--- src/hdl/rrbq_pkg.sv ---
// shared constants and helpers for the round robin burst queue
package rrbq_pkg;

   localparam int QUEUE_DEPTH = 16;
   localparam int TIME_BITS   = 16;

   localparam int IDX_BITS = (QUEUE_DEPTH > 1) ? $clog2(QUEUE_DEPTH) : 1;
   localparam int CNT_BITS = $clog2(QUEUE_DEPTH + 1);
   localparam int SUM_BITS = TIME_BITS + CNT_BITS;

   localparam int KIND_BITS   = 3;
   localparam int STATUS_BITS = 2;
   localparam int VALUE_BITS  = 16;
   localparam int TOTAL_BITS  = 20;
   localparam int QUANT_BITS  = 16;
   localparam int CMP_BITS    = 33;

   localparam logic [QUANT_BITS-1:0] QUANTUM_RESET = QUANT_BITS'(5);
   localparam logic [TOTAL_BITS-1:0] TOTAL_MAX     = '1;

   // command kinds
   localparam logic [KIND_BITS-1:0] KIND_ENQUEUE = 3'd0;
   localparam logic [KIND_BITS-1:0] KIND_DEQUEUE = 3'd1;
   localparam logic [KIND_BITS-1:0] KIND_FRONT   = 3'd2;
   localparam logic [KIND_BITS-1:0] KIND_REAR    = 3'd3;
   localparam logic [KIND_BITS-1:0] KIND_TOTAL   = 3'd4;
   localparam logic [KIND_BITS-1:0] KIND_PASS    = 3'd5;

   // result status codes
   localparam logic [STATUS_BITS-1:0] STATUS_OK    = 2'd0;
   localparam logic [STATUS_BITS-1:0] STATUS_EMPTY = 2'd1;
   localparam logic [STATUS_BITS-1:0] STATUS_FULL  = 2'd2;

   function automatic logic [IDX_BITS-1:0] next_index(input logic [IDX_BITS-1:0] idx);
      logic [IDX_BITS-1:0] res;
      if (idx == IDX_BITS'(QUEUE_DEPTH - 1)) begin
         res = '0;
      end else begin
         res = idx + IDX_BITS'(1);
      end
      return res;
   endfunction

   function automatic logic [IDX_BITS-1:0] prev_index(input logic [IDX_BITS-1:0] idx);
      logic [IDX_BITS-1:0] res;
      if (idx == '0) begin
         res = IDX_BITS'(QUEUE_DEPTH - 1);
      end else begin
         res = idx - IDX_BITS'(1);
      end
      return res;
   endfunction

   function automatic logic [TOTAL_BITS-1:0] sat_total(input logic [SUM_BITS-1:0] s);
      logic [63:0] wide;
      logic [TOTAL_BITS-1:0] res;
      wide = 64'(s);
      if (wide > 64'(TOTAL_MAX)) begin
         res = TOTAL_MAX;
      end else begin
         res = TOTAL_BITS'(wide);
      end
      return res;
   endfunction

endpackage

--- src/hdl/round_robin_burst_queue.sv ---
// round robin burst queue: bounded fifo of task times with round robin passes
//
// commands come in on the req_ channel (req_kind, req_burst_value) as one beat
// each; results leave on the rsp_ channel, one beat per command, except a round
// robin pass, which gives one beat per queued entry (head to tail, rsp_last on
// the tail entry) or a single empty-status beat on an empty queue.
// the user must write the quantum through csr_write_enable / csr_write_data
// only while idle; the block does not enforce it. timing: a command is taken
// in idle, reading the entry store on that edge; its result is computed in
// exec and registered into output. each further pass beat, one entry at a
// time, starts when the previous one is taken and goes through exec and
// output again, on one shared compare/subtract unit and the entry store's
// single read port. req_stall is high from acceptance until the command's
// last beat is taken. a stalled rsp beat holds; the sequencer waits in output.
// reset (synchronous, active high) empties the queue, clears the running sum
// and sets the quantum to 5; entry store contents are not cleared.
module round_robin_burst_queue
   import rrbq_pkg::*;
(
   input  logic                   clock,
   input  logic                   reset,
   input  logic                   req_valid,
   output logic                   req_stall,
   input  logic [KIND_BITS-1:0]   req_kind,
   input  logic [VALUE_BITS-1:0]  req_burst_value,
   output logic                   rsp_valid,
   input  logic                   rsp_stall,
   output logic [STATUS_BITS-1:0] rsp_status,
   output logic [VALUE_BITS-1:0]  rsp_read_value,
   output logic [TOTAL_BITS-1:0]  rsp_total_time,
   output logic                   rsp_is_empty,
   output logic                   rsp_entry_done,
   output logic                   rsp_last,
   input  logic                   csr_write_enable,
   input  logic [QUANT_BITS-1:0]  csr_write_data
);

   // sequencer states
   localparam logic [1:0] ST_IDLE = 2'd0;
   localparam logic [1:0] ST_EXEC = 2'd1;
   localparam logic [1:0] ST_OUT  = 2'd2;

   // control state
   logic [1:0]            state_ff, state_in;
   logic [IDX_BITS-1:0]   head_ff, head_in;
   logic [IDX_BITS-1:0]   tail_ff, tail_in;
   logic [CNT_BITS-1:0]   count_ff, count_in;
   logic [SUM_BITS-1:0]   sum_ff, sum_in;
   logic [QUANT_BITS-1:0] quantum_ff;
   logic                  rsp_valid_ff, rsp_valid_in;

   // per-command working registers
   logic [KIND_BITS-1:0]  kind_ff;
   logic [TIME_BITS-1:0]  burst_ff;
   logic [IDX_BITS-1:0]   idx_ff, idx_in;
   logic [CNT_BITS-1:0]   remain_ff, remain_in;

   // result payload registers
   logic [STATUS_BITS-1:0] status_ff, status_in;
   logic [VALUE_BITS-1:0]  value_ff, value_in;
   logic [TOTAL_BITS-1:0]  total_ff, total_in;
   logic                   empty_ff, empty_in;
   logic                   done_ff, done_in;
   logic                   last_ff, last_in;

   // entry store, one write port and one registered read port
   logic [TIME_BITS-1:0] store_mem [QUEUE_DEPTH];
   logic [TIME_BITS-1:0] rd_data_ff;
   logic [IDX_BITS-1:0]  rd_addr;
   logic                 wr_en;
   logic [IDX_BITS-1:0]  wr_addr;
   logic [TIME_BITS-1:0] wr_data;

   // shared compare/subtract unit
   logic [CMP_BITS-1:0]  old_w, quant_w;
   logic                 over_quantum;
   logic [TIME_BITS-1:0] pass_value;
   logic [TIME_BITS-1:0] pass_cut;
   logic [TIME_BITS-1:0] sub_amount;
   logic [SUM_BITS-1:0]  sum_less;

   logic req_take;
   logic rsp_take;

   assign req_take = req_valid && (state_ff == ST_IDLE);
   assign rsp_take = rsp_valid_ff && !rsp_stall;

   assign req_stall = (state_ff != ST_IDLE);
   assign rsp_valid = rsp_valid_ff;
   assign rsp_status     = status_ff;
   assign rsp_read_value = value_ff;
   assign rsp_total_time = total_ff;
   assign rsp_is_empty   = empty_ff;
   assign rsp_entry_done = done_ff;
   assign rsp_last       = last_ff;

   // one entry through the quantum: above it loses a slice, otherwise done
   assign old_w        = CMP_BITS'(rd_data_ff);
   assign quant_w      = CMP_BITS'(quantum_ff);
   assign over_quantum = old_w > quant_w;
   assign pass_value   = over_quantum ? TIME_BITS'(old_w - quant_w) : '0;
   assign pass_cut     = rd_data_ff - pass_value;

   // the running sum loses either the removed entry or the slice cut off
   assign sub_amount = (kind_ff == KIND_DEQUEUE) ? rd_data_ff : pass_cut;
   assign sum_less   = (sum_ff >= SUM_BITS'(sub_amount)) ?
                       (sum_ff - SUM_BITS'(sub_amount)) : '0;

   // read address: head or last entry at accept, next entry between pass beats
   always_comb begin
      if (state_ff == ST_IDLE) begin
         rd_addr = (req_kind == KIND_REAR) ? prev_index(tail_ff) : head_ff;
      end else begin
         rd_addr = next_index(idx_ff);
      end
   end

   always_comb begin
      state_in     = state_ff;
      head_in      = head_ff;
      tail_in      = tail_ff;
      count_in     = count_ff;
      sum_in       = sum_ff;
      rsp_valid_in = rsp_valid_ff;
      idx_in       = idx_ff;
      remain_in    = remain_ff;
      status_in    = status_ff;
      value_in     = value_ff;
      total_in     = total_ff;
      empty_in     = empty_ff;
      done_in      = done_ff;
      last_in      = last_ff;
      wr_en        = 1'b0;
      wr_addr      = tail_ff;
      wr_data      = burst_ff;

      case (state_ff)
         ST_IDLE: begin
            if (req_take) begin
               idx_in    = head_ff;
               remain_in = count_ff;
               state_in  = ST_EXEC;
            end
         end

         ST_EXEC: begin
            status_in = STATUS_OK;
            value_in  = '0;
            done_in   = 1'b0;
            last_in   = 1'b1;
            case (kind_ff)
               KIND_ENQUEUE: begin
                  if (count_ff == CNT_BITS'(QUEUE_DEPTH)) begin
                     status_in = STATUS_FULL;
                  end else begin
                     wr_en    = 1'b1;
                     tail_in  = next_index(tail_ff);
                     count_in = count_ff + CNT_BITS'(1);
                     sum_in   = sum_ff + SUM_BITS'(burst_ff);
                  end
               end
               KIND_DEQUEUE: begin
                  if (count_ff == '0) begin
                     status_in = STATUS_EMPTY;
                  end else begin
                     value_in = VALUE_BITS'(rd_data_ff);
                     head_in  = next_index(head_ff);
                     count_in = count_ff - CNT_BITS'(1);
                     sum_in   = sum_less;
                  end
               end
               KIND_FRONT, KIND_REAR: begin
                  if (count_ff == '0) begin
                     status_in = STATUS_EMPTY;
                  end else begin
                     value_in = VALUE_BITS'(rd_data_ff);
                  end
               end
               KIND_PASS: begin
                  if (count_ff == '0) begin
                     status_in = STATUS_EMPTY;
                  end else begin
                     wr_en    = 1'b1;
                     wr_addr  = idx_ff;
                     wr_data  = pass_value;
                     sum_in   = sum_less;
                     value_in = VALUE_BITS'(pass_value);
                     done_in  = !over_quantum;
                     last_in  = (remain_ff == CNT_BITS'(1));
                  end
               end
               default: begin
                  // total query and unused kinds report the state only
               end
            endcase
            total_in     = sat_total(sum_in);
            empty_in     = (count_in == '0);
            rsp_valid_in = 1'b1;
            state_in     = ST_OUT;
         end

         ST_OUT: begin
            if (rsp_take) begin
               rsp_valid_in = 1'b0;
               if (last_ff) begin
                  state_in = ST_IDLE;
               end else begin
                  // next pass beat; its entry is read on this edge
                  idx_in    = next_index(idx_ff);
                  remain_in = remain_ff - CNT_BITS'(1);
                  state_in  = ST_EXEC;
               end
            end
         end

         default: begin
            state_in     = ST_IDLE;
            rsp_valid_in = 1'b0;
         end
      endcase
   end

   // control registers
   always_ff @(posedge clock) begin
      if (reset) begin
         state_ff     <= ST_IDLE;
         head_ff      <= '0;
         tail_ff      <= '0;
         count_ff     <= '0;
         sum_ff       <= '0;
         rsp_valid_ff <= 1'b0;
         quantum_ff   <= QUANTUM_RESET;
      end else begin
         state_ff     <= state_in;
         head_ff      <= head_in;
         tail_ff      <= tail_in;
         count_ff     <= count_in;
         sum_ff       <= sum_in;
         rsp_valid_ff <= rsp_valid_in;
         if (csr_write_enable) begin
            quantum_ff <= csr_write_data;
         end
      end
   end

   // working and payload registers
   always_ff @(posedge clock) begin
      if (req_take) begin
         kind_ff  <= req_kind;
         burst_ff <= TIME_BITS'(req_burst_value);
      end
      idx_ff    <= idx_in;
      remain_ff <= remain_in;
      status_ff <= status_in;
      value_ff  <= value_in;
      total_ff  <= total_in;
      empty_ff  <= empty_in;
      done_ff   <= done_in;
      last_ff   <= last_in;
   end

   // entry store
   always_ff @(posedge clock) begin
      if (wr_en) begin
         store_mem[wr_addr] <= wr_data;
      end
      rd_data_ff <= store_mem[rd_addr];
   end

endmodule
--- config.mk ---
export PLATFORM = sky130hd
export DESIGN_NAME = round_robin_burst_queue
export DESIGN_NICKNAME = d
export VERILOG_FILES = /design/src/hdl/rrbq_pkg.sv /design/src/hdl/round_robin_burst_queue.sv
export SDC_FILE = /design/constraint.sdc
export NUM_CORES = 1
export LEC_CHECK = 0
export BUFFER_PORTS_ARGS = -buffer_cell sky130_fd_sc_hd__buf_2
export CAP_MARGIN = 20
export CORE_ASPECT_RATIO = 1.4
export CORE_MARGIN = 3
export CORE_UTILIZATION = 67
export DETAILED_ROUTE_END_ITERATION = 6
export GPL_TIMING_DRIVEN = 0
export PLACE_DENSITY = 0.92
export SYNTH_ARGS = -nofsm -noshare
export SYNTH_HDL_FRONTEND = slang
export SYNTH_SLANG_ARGS = --single-unit
--- constraint.sdc ---
create_clock -name clock -period 17.6 [get_ports clock]
set_clock_uncertainty 0.15 [all_clocks]
set_input_delay 2.64 -clock clock [delete_from_list [all_inputs] [get_ports clock]]
set_output_delay 2.64 -clock clock [all_outputs]
set_load 0.02 [all_outputs]
==> run_results.csv <==
group,metric,value,unit
status,status,"finished clean",
power_and_ir_drop,power_density,135,nW/um^2
run,maxCapViolCount,0,
power_and_ir_drop,leakagePower,7.75,nW
global_route,track_usage,36.9,%
clocking,postCtsSetupBuffers,0,
logic_synthesis,synth_edf_count,325,
floorplan,die_w,149,um
logic_synthesis,synth_compound_area_share,12.2,%
timing,slew_violations,0,
clocking,cts.path.max_buffers,3,
logic_synthesis,ys.flop_type,"edfxtp_1",
clocking,clk_pin_slew,0.06,ns
global_route,first_global_vias,13961,
worst_setup_path,cp-end-kind,"flop",
route,via_count,14128,
timing,tns,0,ns
place,placed_area,20200,um^2
worst_setup_path,cp_top_family,"compound AO/OA/AOI/OAI gates",
logic_synthesis,ys_ff_latch,394,
timing,max_freq,128,MHz
finish,fillCellCount,1590,
finish,layout_common_cells,"325 x edfxtp_1, 125 x nand2_1, 120 x nor2_1, 93 x buf_2, 79 x a21oi_1",
logic_synthesis,synthDistinctLibCells,78,
timing,slew_headroom,24.3,%
hold_path,hold_class,"flop to flop",
global_route,grt_pass1_wl,83700,um
clocking,ctsHoldBuffers,0,
route,drt-initial-drc-count,1652,
finish,fin_area,21400,um^2
timing,rsz0062_at_grt,"false",
clocking,numCtsBuffers,37,
finish,final_common_cell,"edfxtp_1",
floorplan,start_util,68.5,%
route,wl,56200,um
logic_synthesis,synthesis.area,19100,um^2
logic_synthesis,async_reset_ff_share,0,%
logic_synthesis,synth.avg_cell_area,12.8,um^2
finish,n_antenna_cell,0,
route,vias_per_cell,6.95,
clocking,worstSkewPairLatency,0.56,ns
finish,drive_above_1_share,16.6,%
worst_setup_path,critPathRequiredTime,17.75,ns
worst_setup_path,max_stage_delay,0.49,ns
worst_setup_path,slowest_stage,"o21ai_0",
floorplan,die_y,206,um
timing,setup_viol,0,
worst_setup_path,path_class,"flop to flop",
logic_synthesis,syn_inst,1493,
logic_synthesis,synth_top_family_by_area,"compound AO/OA/AOI/OAI gates",
logic_synthesis,synthXorXnorAreaFrac,2.53,%
place,placed_cells,1965,
finish,layout.nets,1750,
route,remaining_drc_errors,0,
timing,hold_viol,0,
clocking,cts_resized,0,
floorplan,rows,72,
logic_synthesis,synth_fa_ha_area_share,5.08,%
floorplan,die-area,30600,um^2
power_and_ir_drop,vdd_ir_drop_max,0.0972,mV
logic_synthesis,synth.area.mux_share,9.88,%
floorplan,ios,83,
finish,syn2layout_area_growth,12.2,%
place,dp_hpwl,37700,um
global_route,grt_start_max_net_pins,42,
logic_synthesis,synth_warnings,0,
finish,finalNonFillerCells,2034,
worst_setup_path,worst-path-buf-inv,4,
timing,final.min_clock_period,7.84,ns
clocking,cts_sinks,394,
timing,max_slew.worst_pin.slew,1.13,ns
floorplan,core_area,27800,um^2
global_route,grt-ovfl-total,0,
logic_synthesis,yosysSeqAreaShare,58.4,%
timing,min_period_over_period,44.6,%
worst_setup_path,start_kind,"flop",
place,port_buffers,80,
logic_synthesis,syn-num-nets,1608,
clocking,clockRootBuffer,"clkbuf_16",
place,place_congestion,0.960,
route,wl_per_cell,27.6,um
route,firstDrtPassIters,6,
clocking,htreeDepth,2,
worst_setup_path,path_max_fanout,10,
clocking,cts_tree,"done",
logic_synthesis,synth_simple_gate_area_share,9.55,%
worst_setup_path,crit_arrival,7.99,ns
global_route,antenna_found_initial,0,
route,antenna_left,0,
[tightest hold or removal path, cell delays in order (launching register included)]
cell and delay, ns:
dfxtp_1 0.32, mux2i_1 0.06, nor2_1 0.08
[where the power goes]
part	leakage (nW)	switching, mW	total (mW)	internal (mW)
sequential	3.53	0.0357	1.08	1.05
clock	0.589	0.358	0.801	0.443
combinational	3.64	0.604	1.01	0.407
total	7.75	0.998	2.89	1.90
[synthesized netlist by cell type, types with 10 or more instances]
cell / count / share of area [%]
mux4_2: 64 / 7.6
ha_1: 71 / 4.7
a21oi_1: 79 / 2.1
buf_2: 12 / 0.31
a211oi_1: 43 / 1.7
nor2b_1: 24 / 0.79
inv_1: 44 / 0.87
nand2b_1: 10 / 0.33
nand3_1: 17 / 0.45
xnor2_1: 38 / 1.7
dfxtp_1: 69 / 7.2
nand2_1: 125 / 2.5
edfxtp_1: 325 / 51
nor2_1: 136 / 2.7
mux2i_1: 41 / 2.2
and3_1: 10 / 0.33
a31oi_1: 15 / 0.49
nor3_1: 28 / 0.73
o211ai_1: 10 / 0.39
o21ai_0: 84 / 2.2
a21o_1: 22 / 0.87
o21a_1: 12 / 0.47
xor2_1: 17 / 0.78
clkbuf_1: 46 / 0.91
[layout make-up]
cell class                      count  area [um^2]  share of cell area [%]
Buffer                             67          287                    1.34
Clock inverter                     19          163                   0.760
Multi-Input combinational cell    986         7520                    35.1
Tap cell                          370          463                    2.16
Inverter                           46          173                   0.806
Clock buffer                       49         1020                    4.77
Sequential cell                   394        11100                    52.0
Timing Repair Buffer              103          647                    3.02
[flip-flops by register name, indices dropped and copies added (netlist names)]
signal / flops
rsp_is_empty: 1
rsp_last: 1
rd_data_ff: 16
store_mem: 256
rsp_read_value: 16
burst_ff: 16
rsp_status: 2
sum_ff: 21
remain_ff: 5
head_ff: 4
state_ff: 2
rsp_entry_done: 1
rsp_valid: 1
count_ff: 5
rsp_total_time: 20
kind_ff: 3
quantum_ff: 16
idx_ff: 4
tail_ff: 4
[metal layers]
layer  part of all wire [%]  vias up  global-route usage (%)
li1                       -     6005                       -
met1                     32     6716                    43.2
met2                     49     1135                    62.2
met3                    9.7      272                    6.06
met4                    8.5        0                    25.4
met5                      0        -                       0
[final timing paths]
kind	cells after the start	from	endpoint	slack, ns
setup / recovery	31	rd_data_ff[0]	rsp_total_time[9]	9.76
hold / removal	2	quantum_ff[3]	quantum_ff[3]	0.35
setup reg to reg	31	rd_data_ff[0]	rsp_total_time[9]	9.76
hold reg to reg	2	quantum_ff[3]	quantum_ff[3]	0.35
[logic make-up after synthesis]
group / count (synthesis)
muxes: 108
xor gates and xnor gates: 55
and+or+nand+nor: 398
AOI/OAI and AO/OA: 350
adders and majority gates: 75
DFF: 394
buffers and inverters: 113
[per-stage QoR]
stage	hold WS [ns]	utilization [%]	setup slack, ns	power (mW)
finish	0.354	76.9	9.76	2.89
detailed placement	0.335	72.6	10.04	2.06
global placement	0.325	71.6	10.09	2.03
global route	0.369	76.9	9.44	3.01
CTS	0.350	76.9	9.94	2.86
floorplan	0.299	-	11.38	1.84
Power figures use the tool's default switching activity.
